<file path="src/design/foc_ram.sv">
// ----------------------------------------------------------------------------
// foc_ram
// Generic single-write, single-read synchronous RAM with registered read.
// ----------------------------------------------------------------------------
module foc_ram #(
   parameter int WIDTH = 32,
   parameter int DEPTH = 64
) (
   input  logic                     clock,
   input  logic                     we,
   input  logic [$clog2(DEPTH)-1:0] waddr,
   input  logic [WIDTH-1:0]         wdata,
   input  logic [$clog2(DEPTH)-1:0] raddr,
   output logic [WIDTH-1:0]         rdata
);
   logic [WIDTH-1:0] mem_ff [DEPTH];

   always_ff @(posedge clock) begin
      if (we) begin
         mem_ff[waddr] <= wdata;
      end
      rdata <= mem_ff[raddr];
   end
endmodule

</file>
<file path="config.mk">
export PLATFORM = sky130hd
export DESIGN_NAME = foc_ram
export DESIGN_NICKNAME = d
export VERILOG_FILES = /design/src/design/foc_ram.sv
export SDC_FILE = /design/constraint.sdc
export NUM_CORES = 2
export LEC_CHECK = 0
export BUFFER_PORTS_ARGS = -buffer_cell sky130_fd_sc_hd__clkbuf_2
export CAP_MARGIN = 20
export CORE_ASPECT_RATIO = 1.4
export CORE_MARGIN = 3
export CORE_UTILIZATION = 28
export DETAILED_ROUTE_END_ITERATION = 8
export PLACE_DENSITY_LB_ADDON = 0.3
export RECOVER_POWER = 50
export SYNTH_ARGS = -nofsm -noshare
export SYNTH_HDL_FRONTEND = slang
export SYNTH_SLANG_ARGS = --single-unit
</file>
<file path="constraint.sdc">
create_clock -name clock -period 13 [get_ports clock]
set_input_delay 3.25 -clock clock [delete_from_list [all_inputs] [get_ports clock]]
set_output_delay 3.25 -clock clock [all_outputs]
set_load 0.005 [all_outputs]
</file>
==> impl_metrics.csv <==
group,metric,value,unit
synthesis,synth_area,78500,um2
placed_design,place.gp.congestion,0.784,
synthesis,ys_ff_latch,2080,
detailed_routing,routed-via-count,36400,
cells_and_area,final_cell_mix,"2048 x edfxtp_1, 544 x mux4_2, 204 x clkbuf_16, 101 x buf_4, 93 x mux2i_1",
worst_hold_path,hold-path-cell-count,4,
critical_path,crit_path_start_kind,"input port",
detailed_routing,wl_met1,84200,um
outcome,violations,"capacitance limit, slew limit",
power_and_ir_drop,power_leakage,27.3,nW
worst_hold_path,min_path_type,"flop to flop",
critical_path,r2r_end,"rdata[4]",
clock_network,post_cts_buffers,0,
cells_and_area,fillers,26400,
global_routing,grt_pass1_wl,310000,um
placed_design,dp_hpwl,119000,um
critical_path,crit_required,13.77,ns
global_routing,grt_antenna_before_repair,17,
detailed_routing,via_per_inst,4.90,
detailed_routing,dr.pass1.iters,5,
synthesis,synthDistinctLibCells,34,
cells_and_area,area_growth,14.9,%
global_routing,grt_usage,15.4,%
run,cap_violations,33,
power_and_ir_drop,power,13.7,mW
global_routing,grt_overflow_total,0,
cells_and_area,drive_gt1_share,28.5,%
floorplan,ios,78,
clock_network,htreeDepth,4,
sta,fin_worst_skew,0.0349,ns
clock_network,clk_path_buf_depth,4,
cells_and_area,final_common_cell,"edfxtp_1",
sta,tightest_slew,3.93,ns
detailed_routing,ant_nets,0,
clock_network,cts.sinks,2080,
clock_network,clkSlewWorstSetupHoldPaths,0.06,ns
sta,fmaxAchievable,150,MHz
sta,hold_viol,0,
cells_and_area,utilization,32.4,%
clock_network,cts-resized-gates,0,
synthesis,synth-seq-area-share,79.1,%
critical_path,reg2reg_from,"mem_ff[39][4]",
floorplan,die-area,287000,um2
critical_path,r2r_cells,5,
sta,period_minus_slack,6.67,ns
critical_path,crit_arrival,7.44,ns
clock_network,cts_made_buffers,202,
clock_network,cts_hold_buf,0,
critical_path,slowest_stage,"buf_4",
critical_path,critical_path_class,"input port to flop",
outcome,status,"finished, violations left",
sta,setup_viol,0,
sta,grt_setup_unrepaired,"false",
detailed_routing,wl_met2,117000,um
detailed_routing,highest_layer,"met5",
global_routing,grt_pass1_vias,38100,
critical_path,crit_chain,"buf_8, buf_4, buf_4, mux4_2, o22ai_1, nor2_1, a21oi_1, nor2_1",
clock_network,root_buffer,"clkbuf_16",
sta,fin_tns_setup,0,ns
sta,relSlewSlack,-162,%
detailed_routing,drt-total-wl,224000,um
placed_design,portBuffers,77,
sta,period_share,51.3,%
synthesis,ys_warn_count,0,
floorplan,fp.dieW,454,um
detailed_routing,detail_route.iter0.violations,3530,
clock_network,clk_latency,0.85,ns
power_and_ir_drop,irDropWorstVdd,0.0984,mV
floorplan,die_h,633,um
critical_path,crit_fanout,63,
synthesis,syn_avg_cell_area,23.6,um2
sta,drv_slew,2115,
cells_and_area,fin_nets,3609,
floorplan,initial_core_util,28.2,%
synthesis,synthCells,3324,
worst_hold_path,hold_start,"mem_ff[28][8]",
critical_path,regToRegSetupSlack,10.51,ns
detailed_routing,wl_met3,13800,um
floorplan,core-area,279000,um2
synthesis,syn_nets,3370,
floorplan,std_cell_rows,229,
critical_path,end_kind,"flop",
worst_hold_path,min_to,"rdata[8]",
placed_design,placed_area,84300,um2
power_and_ir_drop,power_density,152,nW/um2
critical_path,max_stage_delay,0.88,ns
cells_and_area,final_area,90200,um2
detailed_routing,routedWlPerCell,30.2,um
global_routing,grt_start_max_net_pins,100,
clock_network,cts_tree,"built",
detailed_routing,drc,0,
critical path: cells and delay by family:
kind,cells,cell delay [ns]
compound gates,2,0.31
buf+inv,3,2.31
mux,1,0.38
simple gates,2,1.00
metal layers:
metal | vias to the layer above | GRT usage (%)
li1 | 14700 | -
met2 | 1233 | 27.5
met3 | 318 | 2.20
met5 | - | 0
met1 | 20100 | 19.0
met4 | 8 | 5.60
synth_stat cells, drive strengths merged:
library cell,instances,share of area (%)
mux2i,93,1.2
or2,3,0.024
nand4,2,0.016
o32ai,4,0.045
nand2b,8,0.064
nor2,137,0.65
nand4b,1,0.011
mux4,544,16
nor3,7,0.045
a31oi,1,0.0080
a311oi,8,0.089
edfxtp,2048,78
and3,4,0.032
a21oi,62,0.40
buf,108,0.77
clkbuf,74,0.35
a22oi,12,0.11
o22ai,84,0.67
and2,2,0.016
dfxtp,32,0.82
nand3,5,0.032
or3b,5,0.056
a41o,4,0.051
nand2,26,0.12
or3,3,0.024
o221ai,27,0.30
nand3b,5,0.048
nor2b,15,0.12
cell families (layout without fill, tap and decap cells):
| group | Yosys count | in the layout | share of synthesized area, % |
|---|---|---|---|
| compound gates | 202 | 202 | 1.67 |
| other cells | 0 | 11 | 0 |
| buf+inv | 182 | 574 | 1.13 |
| simple gates | 223 | 223 | 1.27 |
| flops | 2080 | 2080 | 79.1 |
| mux | 637 | 637 | 16.8 |
layout make-up:
class	count	area (um2)	area share, %
well taps	3696	4620	5.12
multi-input cells	1062	16000	17.7
clock inverters	100	716	0.793
clock buffers	257	5350	5.93
flip-flops and latches	2080	62100	68.9
repair buffers	217	1410	1.56
diodes	11	27.5	0.0305
worst max-delay path by stage:
stage,start,endpoint,slack (ns),cells after the start
6_report,raddr[0],rdata[9],6.33,8
4_1_cts,raddr[0],rdata[10],6.21,7
2_1_floorplan,waddr[3],mem_ff[48][0],6.59,4
3_3_place_gp,raddr[0],rdata[10],5.33,7
3_5_place_dp,raddr[0],rdata[10],5.33,7
5_1_grt,raddr[0],rdata[10],6.01,7
registers in the layout (all words and copies together) (netlist names):
name / flops
mem_ff: 2048
rdata: 32
where the power goes:
group          switching (mW)  total [mW]  internal (mW)  leakage [nW]
logic                   0.480       0.722          0.243          5.61
registers              0.0347        7.48           7.44          18.7
clock network            2.45        5.53           3.08          2.97
total                    2.97        13.7           10.8          27.3
metrics by stage:
stage / std cells / setup WS [ns] / hold WS [ns]
floorplan: 3324 / 6.59 / 0.663
global placement: 7054 / 5.33 / 0.730
detailed placement: 7054 / 5.33 / 0.743
CTS: 7411 / 6.21 / 0.760
global route: 7414 / 6.01 / 0.840
finish: 7423 / 6.33 / 0.755
Note: power is estimated with default switching activity, not from simulation.
