$ cat src/design/foc_pkg.sv
// ----------------------------------------------------------------------------
// foc_pkg
// Shared constants for the overlap-save FFT channelizer.
// ----------------------------------------------------------------------------
package foc_pkg;

   localparam int POINTS_DEF        = 64;
   localparam int DECIMATION_DEF    = 4;
   localparam int OVERLAP_PARTS_DEF = 4;

   localparam int SAMPLE_W = 16;   // Q1.15 sample component
   localparam int TW_W     = 17;   // twiddle component, +32768 must fit

   // pi/2 in Q30, seed of the sine table series
   localparam logic [63:0] PI_HALF_Q30 = 64'd1686629713;

endpackage

$ cat src/design/foc_bfly.sv
// ----------------------------------------------------------------------------
// foc_bfly
// Radix-2 butterfly, two stages. Forward halves the outputs with rounding,
// inverse uses the conjugate twiddle and no scaling.
// ----------------------------------------------------------------------------
module foc_bfly import foc_pkg::*; #(
   parameter int CW = 21
) (
   input  logic                   clock,
   input  logic                   load,
   input  logic                   inverse,
   input  logic signed [CW-1:0]   a_re,
   input  logic signed [CW-1:0]   a_im,
   input  logic signed [CW-1:0]   b_re,
   input  logic signed [CW-1:0]   b_im,
   input  logic signed [TW_W-1:0] tw_cos,
   input  logic signed [TW_W-1:0] tw_sin,
   output logic signed [CW-1:0]   x_re,
   output logic signed [CW-1:0]   x_im,
   output logic signed [CW-1:0]   y_re,
   output logic signed [CW-1:0]   y_im
);
   localparam int PW = CW + TW_W + 1;

   logic signed [PW-1:0]   br, bi, wc, ws, pr, pi;
   logic signed [CW+1:0]   tr_in, ti_in, tr_ff, ti_ff;
   logic signed [CW-1:0]   ar_ff, ai_ff;
   logic                   inv_ff;
   logic signed [CW+2:0]   sum_re, sum_im, dif_re, dif_im;

   assign br = PW'(b_re);
   assign bi = PW'(b_im);
   assign wc = PW'(tw_cos);
   assign ws = PW'(tw_sin);

   always_comb begin
      if (inverse) begin
         pr = br * wc - bi * ws + PW'(16384);
         pi = bi * wc + br * ws + PW'(16384);
      end else begin
         pr = br * wc + bi * ws + PW'(16384);
         pi = bi * wc - br * ws + PW'(16384);
      end
      tr_in = (CW+2)'(pr >>> 15);
      ti_in = (CW+2)'(pi >>> 15);
   end

   always_ff @(posedge clock) begin
      if (load) begin
         tr_ff  <= tr_in;
         ti_ff  <= ti_in;
         ar_ff  <= a_re;
         ai_ff  <= a_im;
         inv_ff <= inverse;
      end
   end

   always_comb begin
      sum_re = (CW+3)'(ar_ff) + (CW+3)'(tr_ff);
      sum_im = (CW+3)'(ai_ff) + (CW+3)'(ti_ff);
      dif_re = (CW+3)'(ar_ff) - (CW+3)'(tr_ff);
      dif_im = (CW+3)'(ai_ff) - (CW+3)'(ti_ff);
      if (inv_ff) begin
         x_re = CW'(sum_re);
         x_im = CW'(sum_im);
         y_re = CW'(dif_re);
         y_im = CW'(dif_im);
      end else begin
         x_re = CW'((sum_re + (CW+3)'(1)) >>> 1);
         x_im = CW'((sum_im + (CW+3)'(1)) >>> 1);
         y_re = CW'((dif_re + (CW+3)'(1)) >>> 1);
         y_im = CW'((dif_im + (CW+3)'(1)) >>> 1);
      end
   end
endmodule

$ cat config.mk
export PLATFORM = sky130hd
export DESIGN_NAME = foc_bfly
export DESIGN_NICKNAME = d
export VERILOG_FILES = /design/src/design/foc_pkg.sv /design/src/design/foc_bfly.sv
export SDC_FILE = /design/constraint.sdc
export NUM_CORES = 2
export LEC_CHECK = 0
export ABC_AREA = 1
export BUFFER_PORTS_ARGS = -buffer_cell sky130_fd_sc_hd__buf_4
export CORE_ASPECT_RATIO = 0.6
export CORE_MARGIN = 1.5
export CORE_UTILIZATION = 60
export DETAILED_ROUTE_END_ITERATION = 6
export PLACE_DENSITY = 0.89
export SLEW_MARGIN = 20
export SYNTH_ARGS = -nofsm -noshare
export SYNTH_HDL_FRONTEND = slang
export SYNTH_SLANG_ARGS = --single-unit
$ cat constraint.sdc
create_clock -name clock -period 25.5 [get_ports clock]
set_clock_uncertainty 0.05 [all_clocks]
set_input_delay 3.825 -clock clock [delete_from_list [all_inputs] [get_ports clock]]
set_output_delay 3.825 -clock clock [all_outputs]
set_load 0.005 [all_outputs]
==> impl_summary.log <==
INFO  metric status = finished, violations left
INFO  metric failed_checks = DRC
INFO  metric setup_viol = 0
INFO  metric endpoint_kind = register
INFO  metric globalRouteOverflowTotal = 0
INFO  metric maximum_number_of_pins_on_one_net_before_global_route_repair = 84
INFO  metric synthesis.area = 75100 um^2
INFO  metric final_layout_size_suffix_gt1_frac = 0.0313
INFO  metric cts.repair_timing.setup_buffer_count = 0
INFO  metric ys_top_cells_by_count = sky130_fd_sc_hd__inv_1 (2926), sky130_fd_sc_hd__nand2_1 (2682), sky130_fd_sc_hd__fa_1 (1404), sky130_fd_sc_hd__ha_1 (728), sky130_fd_sc_hd__nor2_1 (570)
INFO  metric first_iter_violations = 9117
INFO  metric synthesis.yosys.warnings = 0
INFO  metric final_hold_slack = 3.56 ns
INFO  metric first_global_vias = 71100
INFO  metric setup.worst_path.start = tw_cos[16]
INFO  metric worstSetupPathType = primary input to register
INFO  metric layout.nets = 12700
INFO  metric finalHoldViolations = 0
INFO  metric timing.critical_path.from_type = primary input
INFO  metric critical-path-slowest-cell = sky130_fd_sc_hd__inv_2
INFO  metric postRouteAntennaNets = 0
INFO  metric core_area = 124000 um^2
INFO  metric synth.yosys.seq_area_share = 0.0348
INFO  metric numCtsBuffers = 9
INFO  metric die_h = 277 um
INFO  metric final-max-slew-violation-count = 0
INFO  metric unique_cell_type_count_in_the_yosys_netlist = 63
INFO  metric area_growth = 3.40%
INFO  metric tritoncts_num_sinks = 87
INFO  metric async_reset_ff_frac = 0
INFO  metric finalCriticalPeriod = 13.28 ns
INFO  metric gp_congestion = 1.07
INFO  metric tightestPinTransition = 1.17 ns
INFO  metric critical_path.max_stage_delay = 0.67 ns
INFO  metric antenna_found_initial = 19
INFO  metric max-slew-margin-rel = 0.214
INFO  metric hold_path_startpoint = a_re[14]
INFO  metric start_util = 0.605
INFO  metric dieWidth = 460 um
INFO  metric via_density_per_instance = 5.73
INFO  metric synthesis.instances = 10600
INFO  metric critical_path_peak_fanout = 28
INFO  metric synth.ff_latch_count = 87
INFO  metric cts.hold.buffers_added = 0
INFO  metric numPortBuffers = 204
INFO  metric clock-root-buffer = sky130_fd_sc_hd__clkbuf_16
INFO  metric synth_enable_flop_cells = 87
INFO  metric post-synth-top-area-cell = sky130_fd_sc_hd__fa_1
INFO  metric timing.critical_path.arrival = 13.37 ns
INFO  metric number_of_nets_in_the_synthesized_netlist = 12800
INFO  metric post_route_clock_period_utilization = 0.521
INFO  metric clock.fmax = 0.0753 GHz
INFO  metric row_count = 100
INFO  metric synthFlopType = sky130_fd_sc_hd__edfxtp_1
INFO  metric worstPathRequired = 25.58 ns
INFO  metric grt_pass1_wl = 408000 um
INFO  metric firstDrtPassIters = 7
INFO  metric route.detailed.drc = 1
INFO  metric yosys-top-cells-area = sky130_fd_sc_hd__fa_1 (37%), sky130_fd_sc_hd__inv_1 (15%), sky130_fd_sc_hd__nand2_1 (13%)
INFO  metric clk_transition_reported_paths = 0.08 ns
INFO  metric unrepaired_setup_endpoints_after_global_routing = no
INFO  metric route.detailed.wl_per_inst = 21.7 um
INFO  metric synth.most_common_cell = sky130_fd_sc_hd__inv_1
INFO  metric tritoncts = built
INFO  metric cts-root-to-sink-buffers = 2
INFO  metric hold_class = primary input to register
INFO  metric via_count = 69300
INFO  metric place_hpwl = 219000 um
INFO  metric max-cap-violations = 0
INFO  metric htreeDepth = 3
INFO  metric die-area = 127000 um^2
INFO  metric ctsResizeCount = 0
INFO  metric totalNegativeSetupSlack = 0 ns
INFO  metric grt_use_total = 0.419
INFO  metric post_synth.cell_area_avg = 7.11 um^2
INFO  metric synth_top_area_frac = 0.374
INFO  metric pin_count = 205
INFO  metric drt-total-wl = 263000 um
-- critical path: cells and delay by family --
family	cells	cell delay (ns)
fa+ha+maj	9	4.05
simple gates	12	3.03
compound gates	7	1.42
buf+inv	5	1.03
-- cell type report --
cell class	instances	area (um^2)
Antenna cell	11	27.5
Clock inverter	6	92.6
Fill cell	10900	46500
Timing Repair Buffer	216	1620
Clock buffer	9	225
Multi-Input combinational cell	7135	59900
Sequential cell	87	2610
Inverter	2952	11100
Tap cell	1683	2110
-- layout by cell type (no fill, tap or decap), types with 5 or more instances in the layout --
| cell | count |
|---|---|
| sky130_fd_sc_hd__o221ai_1 | 5 |
| sky130_fd_sc_hd__o22ai_1 | 15 |
| sky130_fd_sc_hd__a21boi_0 | 11 |
| sky130_fd_sc_hd__inv_2 | 24 |
| sky130_fd_sc_hd__inv_1 | 2924 |
| sky130_fd_sc_hd__or2_2 | 10 |
| sky130_fd_sc_hd__a31oi_1 | 48 |
| sky130_fd_sc_hd__nand2_2 | 10 |
| sky130_fd_sc_hd__edfxtp_1 | 87 |
| sky130_fd_sc_hd__and2_1 | 5 |
| sky130_fd_sc_hd__fa_1 | 1404 |
| sky130_fd_sc_hd__nand4_1 | 101 |
| sky130_fd_sc_hd__clkbuf_16 | 9 |
| sky130_fd_sc_hd__o21ai_0 | 285 |
| sky130_fd_sc_hd__nand2_1 | 2682 |
| sky130_fd_sc_hd__a21oi_1 | 438 |
| sky130_fd_sc_hd__ha_1 | 728 |
| sky130_fd_sc_hd__o21ai_1 | 34 |
| sky130_fd_sc_hd__nor4_1 | 18 |
| sky130_fd_sc_hd__nor2_2 | 27 |
| sky130_fd_sc_hd__nand3b_1 | 22 |
| sky130_fd_sc_hd__a211oi_1 | 6 |
| sky130_fd_sc_hd__xnor2_1 | 68 |
| sky130_fd_sc_hd__o21bai_1 | 24 |
| sky130_fd_sc_hd__o21a_1 | 25 |
| sky130_fd_sc_hd__buf_4 | 216 |
| sky130_fd_sc_hd__nor2_1 | 570 |
| sky130_fd_sc_hd__xor2_1 | 150 |
| sky130_fd_sc_hd__nor3_1 | 50 |
| sky130_fd_sc_hd__o211ai_1 | 13 |
| sky130_fd_sc_hd__nand3_1 | 302 |
| sky130_fd_sc_hd__diode_2 | 11 |
| sky130_fd_sc_hd__a21o_1 | 37 |
-- final timing paths --
check	end	cells past startpoint
worst max-delay path	tr_ff[20]	33
worst min-delay path	ar_ff[14]	1
-- state kept, by name, indices dropped and copies added (netlist names) --
register and flops:
ti_ff 22, tr_ff 22, ai_ff 21, ar_ff 21, inv_ff 1
-- cell families (layout without fill, tap and decap cells) --
logic type	Yosys count	after routing	share of synthesized area
adders and majority gates	2132	2132	0.496
other	0	11	0
DFF	87	87	0.0348
and+or+nand+nor	3816	3816	0.205
buffers and inverters	3341	3183	0.168
AOI/OAI and AO/OA	965	965	0.0707
xor gates and xnor gates	222	222	0.0263
-- routing by layer --
| layer | vias to the layer above | track usage | share of wire | routed length, um |
|---|---|---|---|---|
| li1 | 30600 | - | - | - |
| met3 | 713 | 0.176 | 0.17 | 43800 |
| met4 | 18 | 0.141 | 0.040 | 10400 |
| met5 | - | 0 | 0.00080 | 211 |
| met2 | 4797 | 0.564 | 0.38 | 101000 |
| met1 | 33200 | 0.602 | 0.41 | 108000 |
-- through the flow --
step,std cells,cell area (um^2),worst slack (ns),utilization
final,12100,77600,12.22,0.626
after global routing,12100,77600,11.74,0.626
after CTS,12100,77600,12.46,0.625
after detailed placement,12100,77300,12.10,0.623
after global placement,12100,77300,12.06,0.623
after floorplan,10600,75100,14.23,-
Power is left out: the tool's default activity adds up to more than one toggle a clock period on the data nets, which glitch-free logic cannot reach.
